--- config.mk ---
export PLATFORM = sky130hd
export DESIGN_NAME = http_chunked_body_decoder
export DESIGN_NICKNAME = d
export VERILOG_FILES = /design/src/hcbd_pkg.sv /design/src/hcbd_step.sv /design/src/http_chunked_body_decoder.sv
export SDC_FILE = /design/constraint.sdc
export NUM_CORES = 1
export LEC_CHECK = 0
export BUFFER_PORTS_ARGS = -buffer_cell sky130_fd_sc_hd__buf_2
export CORE_MARGIN = 2
export CORE_UTILIZATION = 53
export DETAILED_ROUTE_END_ITERATION = 12
export PLACE_DENSITY = 0.74
export SYNTH_ARGS = -nofsm -noshare
export SYNTH_HDL_FRONTEND = slang
export SYNTH_SLANG_ARGS = --single-unit
--- constraint.sdc ---
create_clock -name clock -period 3.2 [get_ports clock]
set_input_delay 0.64 -clock clock [delete_from_list [all_inputs] [get_ports clock]]
set_output_delay 0.64 -clock clock [all_outputs]
set_load 0.01 [all_outputs]
--- src/hcbd_pkg.sv ---
`timescale 1ns / 1ps
// ----------------------------------------------------------------------------
// hcbd_pkg: shared types for the chunked body decoder
// Word formats, parse phase codes, status codes and the hex digit decoder.
// ----------------------------------------------------------------------------
package hcbd_pkg;

   // Parse phases of the chunked body grammar
   typedef enum logic [3:0] {
      PH_DIGITS   = 4'd0,
      PH_EXT      = 4'd1,
      PH_SIZE_LF  = 4'd2,
      PH_DATA     = 4'd3,
      PH_DATA_CR  = 4'd4,
      PH_DATA_LF  = 4'd5,
      PH_TRAIL    = 4'd6,
      PH_TRAIL_LF = 4'd7,
      PH_DONE     = 4'd8,
      PH_ERROR    = 4'd9
   } phase_type;

   // Body status codes
   typedef enum logic [1:0] {
      ST_BUSY  = 2'd0,
      ST_DONE  = 2'd1,
      ST_ERROR = 2'd2
   } status_type;

   localparam logic [7:0] CH_CR = 8'h0D;
   localparam logic [7:0] CH_LF = 8'h0A;

   // Input word
   typedef struct packed {
      logic [7:0] data_byte;
      logic       begin_body;
   } req_type;

   // Result word
   typedef struct packed {
      logic [7:0] body_byte;
      logic       body_valid;
      logic [1:0] status;
   } rsp_type;

   // Parser control state carried between bytes
   typedef struct packed {
      phase_type phase;
      logic      digit_seen;
      logic      line_empty;
   } ctl_type;

   // Hex digit decode: {is_digit, value}
   function automatic logic [4:0] hex_decode(input logic [7:0] c);
      logic [4:0] r;
      r = 5'd0;
      if (c inside {[8'h30:8'h39]}) begin
         r = {1'b1, 4'(c - 8'h30)};
      end else if (c inside {[8'h41:8'h46]}) begin
         r = {1'b1, 4'(c - 8'h37)};
      end else if (c inside {[8'h61:8'h66]}) begin
         r = {1'b1, 4'(c - 8'h57)};
      end
      return r;
   endfunction

endpackage

--- src/hcbd_step.sv ---
`timescale 1ns / 1ps
// ----------------------------------------------------------------------------
// hcbd_step: one-byte parse step
// Computes the next parser state and the result word for one input byte.
// ----------------------------------------------------------------------------
module hcbd_step import hcbd_pkg::*; #(
   parameter int SIZE_BITS = 32
) (
   input  req_type              req_word,
   input  ctl_type              ctl_cur,
   input  logic [SIZE_BITS-1:0] left_cur,
   output ctl_type              ctl_nxt,
   output logic [SIZE_BITS-1:0] left_nxt,
   output rsp_type              rsp_word
);

   ctl_type              ctl_eff;
   logic [SIZE_BITS-1:0] left_eff;
   logic [SIZE_BITS-1:0] left_dec;
   logic [4:0]           hex;
   logic [7:0]           c;

   assign c   = req_word.data_byte;
   assign hex = hex_decode(c);

   // Clear the parser ahead of the byte when a new body begins
   always_comb begin
      if (req_word.begin_body) begin
         ctl_eff.phase      = PH_DIGITS;
         ctl_eff.digit_seen = 1'b0;
         ctl_eff.line_empty = 1'b1;
         left_eff           = '0;
      end else begin
         ctl_eff  = ctl_cur;
         left_eff = left_cur;
      end
   end

   assign left_dec = left_eff - SIZE_BITS'(1);

   // Advance the grammar by one byte
   always_comb begin
      ctl_nxt             = ctl_eff;
      left_nxt            = left_eff;
      rsp_word.body_byte  = 8'h00;
      rsp_word.body_valid = 1'b0;
      case (ctl_eff.phase)
         PH_DIGITS: begin
            if (hex[4]) begin
               if (left_eff[SIZE_BITS-1 -: 4] != 4'h0) begin
                  ctl_nxt.phase = PH_ERROR;
               end else begin
                  left_nxt           = {left_eff[SIZE_BITS-5:0], hex[3:0]};
                  ctl_nxt.digit_seen = 1'b1;
               end
            end else if (!ctl_eff.digit_seen) begin
               ctl_nxt.phase = PH_ERROR;
            end else if (c == CH_CR) begin
               ctl_nxt.phase = PH_SIZE_LF;
            end else begin
               ctl_nxt.phase = PH_EXT;
            end
         end
         PH_EXT: begin
            if (c == CH_CR) begin
               ctl_nxt.phase = PH_SIZE_LF;
            end
         end
         PH_SIZE_LF: begin
            if (c != CH_LF) begin
               ctl_nxt.phase = PH_ERROR;
            end else if (left_eff == '0) begin
               ctl_nxt.phase      = PH_TRAIL;
               ctl_nxt.line_empty = 1'b1;
            end else begin
               ctl_nxt.phase = PH_DATA;
            end
         end
         PH_DATA: begin
            rsp_word.body_byte  = c;
            rsp_word.body_valid = 1'b1;
            left_nxt            = left_dec;
            if (left_dec == '0) begin
               ctl_nxt.phase = PH_DATA_CR;
            end
         end
         PH_DATA_CR: begin
            ctl_nxt.phase = (c == CH_CR) ? PH_DATA_LF : PH_ERROR;
         end
         PH_DATA_LF: begin
            if (c == CH_LF) begin
               ctl_nxt.phase      = PH_DIGITS;
               ctl_nxt.digit_seen = 1'b0;
               left_nxt           = '0;
            end else begin
               ctl_nxt.phase = PH_ERROR;
            end
         end
         PH_TRAIL: begin
            if (c == CH_CR) begin
               ctl_nxt.phase = PH_TRAIL_LF;
            end else begin
               ctl_nxt.line_empty = 1'b0;
            end
         end
         PH_TRAIL_LF: begin
            if (c != CH_LF) begin
               ctl_nxt.phase = PH_ERROR;
            end else if (ctl_eff.line_empty) begin
               ctl_nxt.phase = PH_DONE;
            end else begin
               ctl_nxt.line_empty = 1'b1;
               ctl_nxt.phase      = PH_TRAIL;
            end
         end
         PH_DONE: begin
            ctl_nxt.phase = PH_DONE;
         end
         default: begin
            ctl_nxt.phase = PH_ERROR;
         end
      endcase

      // Derive status from the phase left behind
      case (ctl_nxt.phase)
         PH_DONE:  rsp_word.status = ST_DONE;
         PH_ERROR: rsp_word.status = ST_ERROR;
         default:  rsp_word.status = ST_BUSY;
      endcase
   end

endmodule

--- src/http_chunked_body_decoder.sv ---
`timescale 1ns / 1ps
// Latency: a word accepted at one edge shows its result word from the next cycle.
// Throughput: one word per cycle while no result word waits under rsp_stall; the parse step is combinational.
// A new word enters in the cycle the held result word leaves; the input stalls
// while a result word waits under rsp_stall.
// Reset: synchronous; parse phase returns to size digits, size count clears,
// and the result register empties.
// ----------------------------------------------------------------------------
// http_chunked_body_decoder: HTTP/1.1 chunked transfer body decoder
// Parses size lines, passes chunk data through and tracks trailer lines.
// ----------------------------------------------------------------------------
module http_chunked_body_decoder import hcbd_pkg::*; #(
   parameter int SIZE_BITS = 32
) (
   input  logic    clock,
   input  logic    reset,
   input  logic    req_valid,
   output logic    req_stall,
   input  req_type req_data,
   output logic    rsp_valid,
   input  logic    rsp_stall,
   output rsp_type rsp_data
);

   ctl_type              ctl_ff;
   ctl_type              ctl_in;
   logic [SIZE_BITS-1:0] left_ff;
   logic [SIZE_BITS-1:0] left_in;
   rsp_type              rsp_ff;
   rsp_type              rsp_in;
   logic                 rsp_valid_ff;
   logic                 req_take;

   // Stall input only while a finished word sits blocked
   assign req_stall = rsp_valid_ff && rsp_stall;
   assign req_take  = req_valid && !req_stall;

   hcbd_step #(
      .SIZE_BITS(SIZE_BITS)
   ) u_step (
      .req_word(req_data),
      .ctl_cur (ctl_ff),
      .left_cur(left_ff),
      .ctl_nxt (ctl_in),
      .left_nxt(left_in),
      .rsp_word(rsp_in)
   );

   // Parser state
   always_ff @(posedge clock) begin
      if (reset) begin
         ctl_ff.phase      <= PH_DIGITS;
         ctl_ff.digit_seen <= 1'b0;
         ctl_ff.line_empty <= 1'b1;
         left_ff           <= '0;
      end else if (req_take) begin
         ctl_ff  <= ctl_in;
         left_ff <= left_in;
      end
   end

   // Result register
   always_ff @(posedge clock) begin
      if (reset) begin
         rsp_valid_ff <= 1'b0;
      end else if (req_take) begin
         rsp_valid_ff <= 1'b1;
      end else if (!rsp_stall) begin
         rsp_valid_ff <= 1'b0;
      end
   end

   always_ff @(posedge clock) begin
      if (req_take) begin
         rsp_ff <= rsp_in;
      end
   end

   assign rsp_valid = rsp_valid_ff;
   assign rsp_data  = rsp_ff;

   // Checks
   a_take_gives_rsp: assert property (@(posedge clock) disable iff (reset)
      req_take |=> rsp_valid_ff)
      else $error("accepted word produced no result");

   a_data_has_count: assert property (@(posedge clock) disable iff (reset)
      ctl_ff.phase == PH_DATA |-> left_ff != '0)
      else $error("data phase with zero bytes left");

   a_payload_busy: assert property (@(posedge clock) disable iff (reset)
      rsp_valid_ff && rsp_ff.body_valid |-> rsp_ff.status == ST_BUSY)
      else $error("payload byte with final status");

   a_done_holds: assert property (@(posedge clock) disable iff (reset)
      ctl_ff.phase == PH_DONE && req_take && !req_data.begin_body
      |=> ctl_ff.phase == PH_DONE)
      else $error("completed body left done phase");

endmodule
# [Yosys cells after proc, flatten, opt, wreduce, memory -nomap -nowiden]
# Cells that the tools add are included.
# Widths: inputs -> output; s select.
[totals] reg_bits=50 in_bits=13 out_inout_bits=13 word_cells=78
[op_classes] add_sub_neg=4 n_lt_le_gt_ge=6 n_eq_ne=14 n_mux=36 reduce_logical=10
[op_table] cell="$mux 32" n=4
[op_table] cell="$pmux 32 s3" n=1
[op_table] cell="$logic_not 32->1" n=2
[op_table] cell="$mux 4" n=11
[op_table] cell="$pmux 4 s9" n=1
[op_table] cell="$sub 32x1->32 const B" n=1
[op_table] cell="$eq 4x3->1 const B" n=4
[op_table] cell="$eq 8x4->1 const B" n=2
[op_table] cell="$ge 8x7->1 const B" n=2
[op_table] cell="$le 8x7->1 const B" n=2
[op_table] cell="$mux 5" n=3
[op_table] cell="$eq 4x4->1 const B" n=3
[op_table] cell="$mux 1" n=10
[op_table] cell="$eq 4x2->1 const B" n=2
[op_table] cell="$ge 8x6->1 const B" n=1
[op_table] cell="$le 8x6->1 const B" n=1
[op_table] cell="$ne 8x4->1 const B" n=1
[op_table] cell="$sub 4x3->4 const B" n=2
[op_table] cell="$mux 6" n=1
[op_table] cell="$logic_and 1x1->1" n=5
[op_table] cell="$eq 4x1->1 const B" n=1
[op_table] cell="$logic_not 4->1" n=1
[op_table] cell="$pmux 2 s2" n=1
[op_table] cell="$reduce_bool 4->1" n=1
[op_table] cell="other kinds (7)" n=7

# [Depth between registers and ports, before layout]
# Gate-level depths: netlist (run 1).
[logic_depth] word_depth=9 mapped_depth=14 ltp_nobuf=11

# [Cells and area by module]
# Synthesis (run 1) repeated with hierarchy kept, for this count alone.
[hier_totals] cells_unflattened=516 area_unflattened_um2=4154.0
[by_module_without_submodules] mod="hcbd_step" instances=1 cells_per_inst=336 area_each_um2=2099.5 seq_area_each_um2=0.0
[by_module_without_submodules] mod="http_chunked_body_decoder" instances=1 cells_per_inst=180 area_each_um2=2054.5 seq_area_each_um2=1111.1

# [Least setup slack after synthesis (run 1)]
# No wires, ideal clock.
[synth_path] path_type="input to register" start="in req_data[0] (netlist bit)" end="reg ctl_ff[2] (netlist bit)" setup_time_ps=88 t_arrival_ps=3308 required_ps=3112 path_slack_ps=-196 cell_stages=13 path_buffers=3 path_cell_list="inv_1 > clkbuf_1 > clkbuf_1 > nand2_1 > ha_1 > or4b_1 > buf_2 > o31a_1 > a222oi_1 > nor2_1 > and4_1 > a21o_1 > a311oi_2"
[synth_between] elab_chain_len=5 word_cells_on_any_way=24 classes_between="1 x add/sub; 8 x eq/ne; 11 x mux; 4 x reduce/logical"
[synth_lines] element="start, declared" line_no="http_chunked_body_decoder.sv:19" source="input req_type req_data,"
[synth_lines] element="$mux 32" line_no="hcbd_step.sv:28" source="if (req_word.begin_body) begin"
[synth_lines] element="$sub 32x1->32, or another cell as far along" line_no="hcbd_step.sv:39" source="assign left_dec = left_eff - SIZE_BITS'(1);"
[synth_lines] element="$logic_not 32->1, or another cell as far along" line_no="hcbd_step.sv:83" source="if (left_dec == '0) begin"
[synth_lines] element="$mux 4 (on tied branches)" line_no="hcbd_step.sv:83, hcbd_step.sv:49, hcbd_step.sv:70"
[synth_lines] element="$pmux 4 s9 (*)" line_no="hcbd_step.sv:47" source="case (ctl_eff.phase)"
[synth_lines] element="end signal, assigned" line_no="http_chunked_body_decoder.sv:57" source="ctl_ff <= ctl_in;"
[synth_lines] element="end, declared" line_no="http_chunked_body_decoder.sv:25" source="ctl_type ctl_ff;"
# Every way passes the cells marked *; elsewhere a longest branch is shown, timed or not.
# A chain may end at the register's enable or synchronous reset.

# [Final worst setup path (run 1)]
[layout_path] start="in req_data[1] (netlist bit)" end="reg ctl_ff[2] (netlist bit)"
[layout_between] elab_chain_len=7 word_cells_on_any_way=24 classes_between="6 x order compare; 3 x eq/ne; 12 x mux; 3 x reduce/logical"
[layout_lines] element="$ge 8x7->1 or $le 8x7->1 (tied branches)" line_no="hcbd_pkg.sv:60" source="end else if (c inside {[8'h61:8'h66]}) begin"
[layout_lines] element="$logic_and 1x1->1" line_no="hcbd_pkg.sv:60"
[layout_lines] element="$mux 5" line_no="hcbd_pkg.sv:60"
[layout_lines] element="$mux 5" line_no="hcbd_pkg.sv:58" source="end else if (c inside {[8'h41:8'h46]}) begin"
[layout_lines] element="$mux 5" line_no="hcbd_pkg.sv:56" source="if (c inside {[8'h30:8'h39]}) begin"
[layout_lines] element="$mux 4" line_no="hcbd_step.sv:49" source="if (hex[4]) begin"
[layout_lines] element="$pmux 4 s9 (*)" line_no="hcbd_step.sv:47"
# Marks and branches as above.

==> flow_summary.ini, run 1 <==
[place]
post-place-ws_ps = 11.42
globalplace.congestion = 0.9800
dp_hpwl_mm = 9.917
portBuffers = 25

[route]
wire_per_inst_microns = 19.62
dr.pass1.iters = 5
drt-vias-per-instance = 6.680
detail-route-antenna-nets = 0
drc = 0
initialDrtViolationCount = 437
vias = 4703
wl_mm = 13.81

[global_route]
grt_max_degree = 40
globalRouteMet1Util = 0.4577
grt.total_usage = 0.3276
met2_usage = 0.5199
grt_pass1_wl_mm = 22.62
grtUsageMet3 = 0.04593
antenna_found_initial = 0
grt_pass1_vias = 4353
grt-ovfl-total = 0
grt-busiest-layer = met2

[synthesis]
syn_area_sq_um = 4200
synth_seq_cells = 50
ys_warn_count = 0
synth_area_leaders = dfxtp_1, edfxtp_1, a21oi_1, nor2_1, nand2_1
synth_edf_count = 11
synth_top_area_frac = 0.1859
yosysSeqAreaShare = 0.2645
yosysTopAreaCell = dfxtp_1
synthTopCellsByCount = nor2_1, a21oi_1, nand2_1, clkbuf_1
synth.distinct_cells = 74
async_reset_ff_frac = 0
synthFlopType = dfxtp_1
syn_area_per_cell_sq_um = 7.205
synthMostInstantiatedCell = nor2_1
synth_cells = 583
syn_nets = 603

[sta]
setup_slack_ps = 268.1
hold_ws_ps = 511.3
worst_pin_slew_ps = 791.1
rsz0062_at_grt = false
fin_crit_sh = 0.9162
maxSlewHeadroom = 0.4726
min_period_ps = 2932
final_max_slew_viol_count = 0
max_freq_mhz = 341.1
setup_violations = 0
setup_total_negative_slack_ps = 0
finalHoldViolCount = 0
fin_skew_ps = 8.813

[worst_setup_path]
arrival_ps = 3090
start_kind = input port
crit_family = simple AND/OR/NAND/NOR gates
slowest_delay_ps = 470
critPathMaxFanout = 6
critPathRequiredTime_ps = 3360
cp_cell_sequence = buf_2, inv_1, ha_1, or3b_2, or2_2, a2111oi_1, buf_4, nor2_1, nor4_2, buf_4, a311oi_2
cpMostUsedCell = buf_4
crit_type = input port to flip-flop
path_buf_inv = 4
slowest_stage = or3b_2
crit_path_end_kind = flip-flop

[outcome]
outcome = finished, final reports clean

[clock_tree]
cts_buffer_depth = 2
post_cts_buffers = 0
cts.hold.buffers_added = 0
htreeDepth = 2
cts_resized = 0
cts_tree = done
clock-sinks = 50
insertion_delay_ps = 310
clk_pin_slew_ps = 90
root_buffer = clkbuf_8
numCtsBuffers = 5

[flow_run]
maxCapViolCount = 0

[finish]
diodes = 0
final_nets = 621
syn_to_final_growth_pct = 12.18
fill_cells = 740
drive_gt1_frac = 0.1728

[die]
die_h_microns = 93.02
die_x_microns = 93.02
num_rows = 32
initial_utilization = 0.5464
core_sq_um = 7687
dieArea_sq_um = 8653
ios = 26

[power_and_ir_drop]
vdd_drop_max_uv = 279.5
power_density_nw_per_um2 = 354.2
p_leak_nw = 1.819
totalPowerFinal_mw = 1.669

[min_path]
hp-class = flip-flop to flip-flop
[where the power goes]
part           total [mW]  leakage (nW)  internal [mW]  switching [mW]
registers           0.709         0.428          0.671          0.0379
clock network       0.475        0.0585          0.255           0.220
logic               0.485          1.33          0.189           0.296
total                1.67          1.82           1.12           0.554
[cell families (layout without fill, tap and decap cells)]
family / after synthesis / count (layout) / share of synthesized area
xor gates and xnor gates: 13 / 13 / 0.02711
DFF: 50 / 50 / 0.2645
buffers and inverters: 75 / 94 / 0.07506
and+or+nand+nor: 256 / 256 / 0.3220
AOI/OAI and AO/OA: 179 / 179 / 0.2830
adders and majority gates: 7 / 7 / 0.02085
muxes: 3 / 3 / 0.007447
[worst min-delay path, stage by stage (launching register included)]
cell and delay, ps:
dfxtp_1 330, o21ai_0 80, a21oi_1 60
[registers in the layout, summed over array words and instances, names as in the netlist]
register / flops
rsp_valid: 1
left_ff: 32
rsp_data: 11
ctl_ff: 6
[routing by layer]
metal	vias to the layer above	share of wire
li1	2189	-
met1	2195	0.42
met2	283	0.45
met3	36	0.11
met4	0	0.027
met5	-	0
[through the flow]
stage / cells / utilization / cell area, sq um
4_1_cts: 704 / 0.6130 / 4712
6_report: 704 / 0.6130 / 4712
5_1_grt: 704 / 0.6130 / 4712
2_1_floorplan: 583 / - / 4258
3_3_place_gp: 696 / 0.5978 / 4596
3_5_place_dp: 696 / 0.5978 / 4596
[path summary, 6_finish.rpt]
kind	depth (start not counted)	startpoint	slack [ps]	to
setup reg to reg	8	left_ff[10]	320	ctl_ff[2]
hold / removal	2	ctl_ff[1]	510	ctl_ff[1]
setup / recovery	11	req_data[1]	270	ctl_ff[2]
hold reg to reg	2	ctl_ff[1]	510	ctl_ff[1]
[final cells by class]
type                    count  area (sq um)  share of cell area
clock buffers               7         86.33             0.01832
clock inverters             1         30.03            0.006373
inverters                  15         56.30             0.01195
multi-input cells         458          2805              0.5953
flip-flops and latches     50          1111              0.2358
well taps                 102         127.6             0.02708
repair buffers             71         495.5              0.1052
[layout by cell type, fill, tap and decap left out, types with 3 or more instances in the layout]
| cell | instances |
|---|---|
| nor4_2 | 3 |
| a2111oi_0 | 3 |
| nor3b_1 | 3 |
| a22oi_1 | 16 |
| nor4_1 | 18 |
| buf_4 | 44 |
| o211ai_1 | 7 |
| o311a_1 | 3 |
| and3_1 | 4 |
| buf_2 | 25 |
| xor2_1 | 7 |
| or3_1 | 10 |
| nand2_1 | 51 |
| clkbuf_8 | 6 |
| nor2b_1 | 7 |
| nor2_1 | 68 |
| a31oi_1 | 8 |
| nand4_1 | 8 |
| a211oi_1 | 7 |
| o22ai_1 | 5 |
| edfxtp_1 | 11 |
| o31ai_1 | 3 |
| a21oi_1 | 54 |
| nand3_1 | 20 |
| o41ai_1 | 3 |
| and2_1 | 8 |
| or2_2 | 5 |
| or4_1 | 3 |
| nor3_1 | 25 |
| inv_1 | 15 |
| o21ai_0 | 39 |
| o21bai_1 | 3 |
| xnor2_1 | 6 |
| dfxtp_1 | 39 |
| ha_1 | 6 |
| o21a_1 | 3 |
Note: power is estimated with default switching activity, not from simulation.
==> run 2, diff against run 1 <==
CORE_ASPECT_RATIO = 0.75   (was not set)
==> run 2 against run 1 <==
  * Worst setup slack got worse by 88 ps
  * First-iteration DRC count decreased by 3.2%
  * Final cell count unchanged
  * Die area about the same
  * Largest power group unchanged
==> flow_summary.ini, run 2 (synthesized netlist as in run 1, its figures left out) <==
[route]
wire_per_inst_microns = 19.60
dr.pass1.iters = 10
initialDrtViolationCount = 423
vias = 4651
drt-vias-per-instance = 6.607
drc = 0
wl_mm = 13.80
detail-route-antenna-nets = 0

[flow_run]
maxCapViolCount = 0

[global_route]
grt_max_degree = 52
grt.total_usage = 0.3238
grt_pass1_wl_mm = 22.23
grt_pass1_vias = 4170
antenna_found_initial = 0
grt-ovfl-total = 0

[worst_setup_path]
r2r_start = left_ff[1]
timing.rr.end = ctl_ff[2]
arrival_ps = 3260
crit_path_end_kind = flip-flop
ff2ff_setup_slack_ps = 240
rr_worst_depth = 10
start_kind = input port
critPathMaxFanout = 7
crit_type = input port to flip-flop
critPathRequiredTime_ps = 3440

[finish]
multiInputGateArea_sq_um = 2805
syn_to_final_growth_pct = 12.36
regMostFlops = left_ff
largest_reg_flops = 32
diodes = 0
final_cell_mix = nor2_1, a21oi_1, nand2_1, buf_4
final_core_util = 0.6068
fill_cells = 742
final_nets = 618
layout.cells.most_common = nor2_1
drive_gt1_frac = 0.1703
regArea_sq_um = 1111

[sta]
min_period_ps = 3020
fin_crit_sh = 0.9438
setup_violations = 0
maxSlewHeadroom = 0.4527
rsz0062_at_grt = false
fin_skew_ps = 16.75
max_freq_mhz = 331.1
finalHoldViolCount = 0
final_max_slew_viol_count = 0
worst_pin_slew_ps = 821.0

[clock_tree]
insertion_delay_ps = 320
htreeDepth = 2
numCtsBuffers = 5
post_cts_buffers = 0
clk_pin_slew_ps = 100
cts.hold.buffers_added = 0
clock-sinks = 50
root_buffer = clkbuf_8
cts_tree = done
cts_buffer_depth = 2
cts_resized = 0

[die]
initial_utilization = 0.5401
core_sq_um = 7777
num_rows = 28
die_x_microns = 106.8
dieArea_sq_um = 8661
die_h_microns = 81.10
ios = 26

[min_path]
min_path_cells = 2
hold_start = ctl_ff[1]
hp-class = flip-flop to flip-flop
min_to = ctl_ff[1]

[power_and_ir_drop]
p_leak_nw = 1.819
swShare = 0.3193
p_sw_mw = 0.5592
power_frac_seq = 0.405
comb_power_share = 0.274
power.internal_mw = 1.192
vdd_drop_max_uv = 354.6
p_clk_frac = 0.321
totalPowerFinal_mw = 1.751
power_density_nw_per_um2 = 371.1

[place]
portBuffers = 25
dp_hpwl_mm = 9.682
globalplace.congestion = 0.9992

[outcome]
outcome = finished, final reports clean
==> run 2: cell types whose count changed in the layout (fill, tap and decap cells not counted), sizes merged <==
cell    before  now
buf         71   68
bufinv       1    2
clkbuf       7    6
==> run 2: layer usage <==
metal,share of wire,track usage,vias to the layer above
li1,-,-,2183
met1,0.45,0.4693,2173
met2,0.43,0.4904,267
met3,0.10,0.06260,28
met4,0.020,0.08961,0
met5,0,0,-
==> run 2: cell type report <==
cell class                      instances  area share
Clock inverter                          2     0.01273
Inverter                               15     0.01193
Timing Repair Buffer                   68      0.1002
Sequential cell                        50      0.2354
Multi-Input combinational cell        458      0.5944
Clock buffer                            6     0.01750
Tap cell                              105     0.02784
==> run 2: worst max-delay path by stage <==
stage,startpoint,endpoint,cells after the start
finish,req_data[0],ctl_ff[2],12
global route,left_ff[1],ctl_ff[4],8
CTS,req_data[0],ctl_ff[2],12
detailed placement,req_data[0],ctl_ff[2],12
global placement,req_data[0],ctl_ff[2],12
floorplan,req_data[0],ctl_ff[2],13
==> run 2: worst max-delay path: stages <==
cell,delay [ps]
buf_2,90
inv_1,90
nand2_4,110
ha_4,130
or4b_4,520
nand2_1,130
nand2_1,100
o311ai_0,630
nor2_1,100
and4_1,240
a21o_1,210
a311oi_2,260
==> run 2: power groups by stage <==
stage	Combinational [mW]	Clock (mW)	Sequential, mW
global route	0.521	0.587	0.713
floorplan	0.336	0	0.703
global placement	0.459	0	0.721
finish	0.480	0.562	0.709
detailed placement	0.465	0	0.722
CTS	0.468	0.564	0.708
==> run 2: stage by stage <==
stage | hold WS (ps) | TNS [ps] | instance area [sq um] | setup slack (ps) | cells
floorplan | 458.1 | 0 | 4258 | 14.28 | 583
global placement | 483.2 | 0 | 4577 | 60.15 | 696
detailed placement | 482.5 | -56.33 | 4577 | -56.33 | 696
CTS | 499.9 | 0 | 4720 | 260.9 | 704
global route | 507.2 | 0 | 4720 | 76.18 | 704
finish | 502.5 | 0 | 4720 | 180.0 | 704
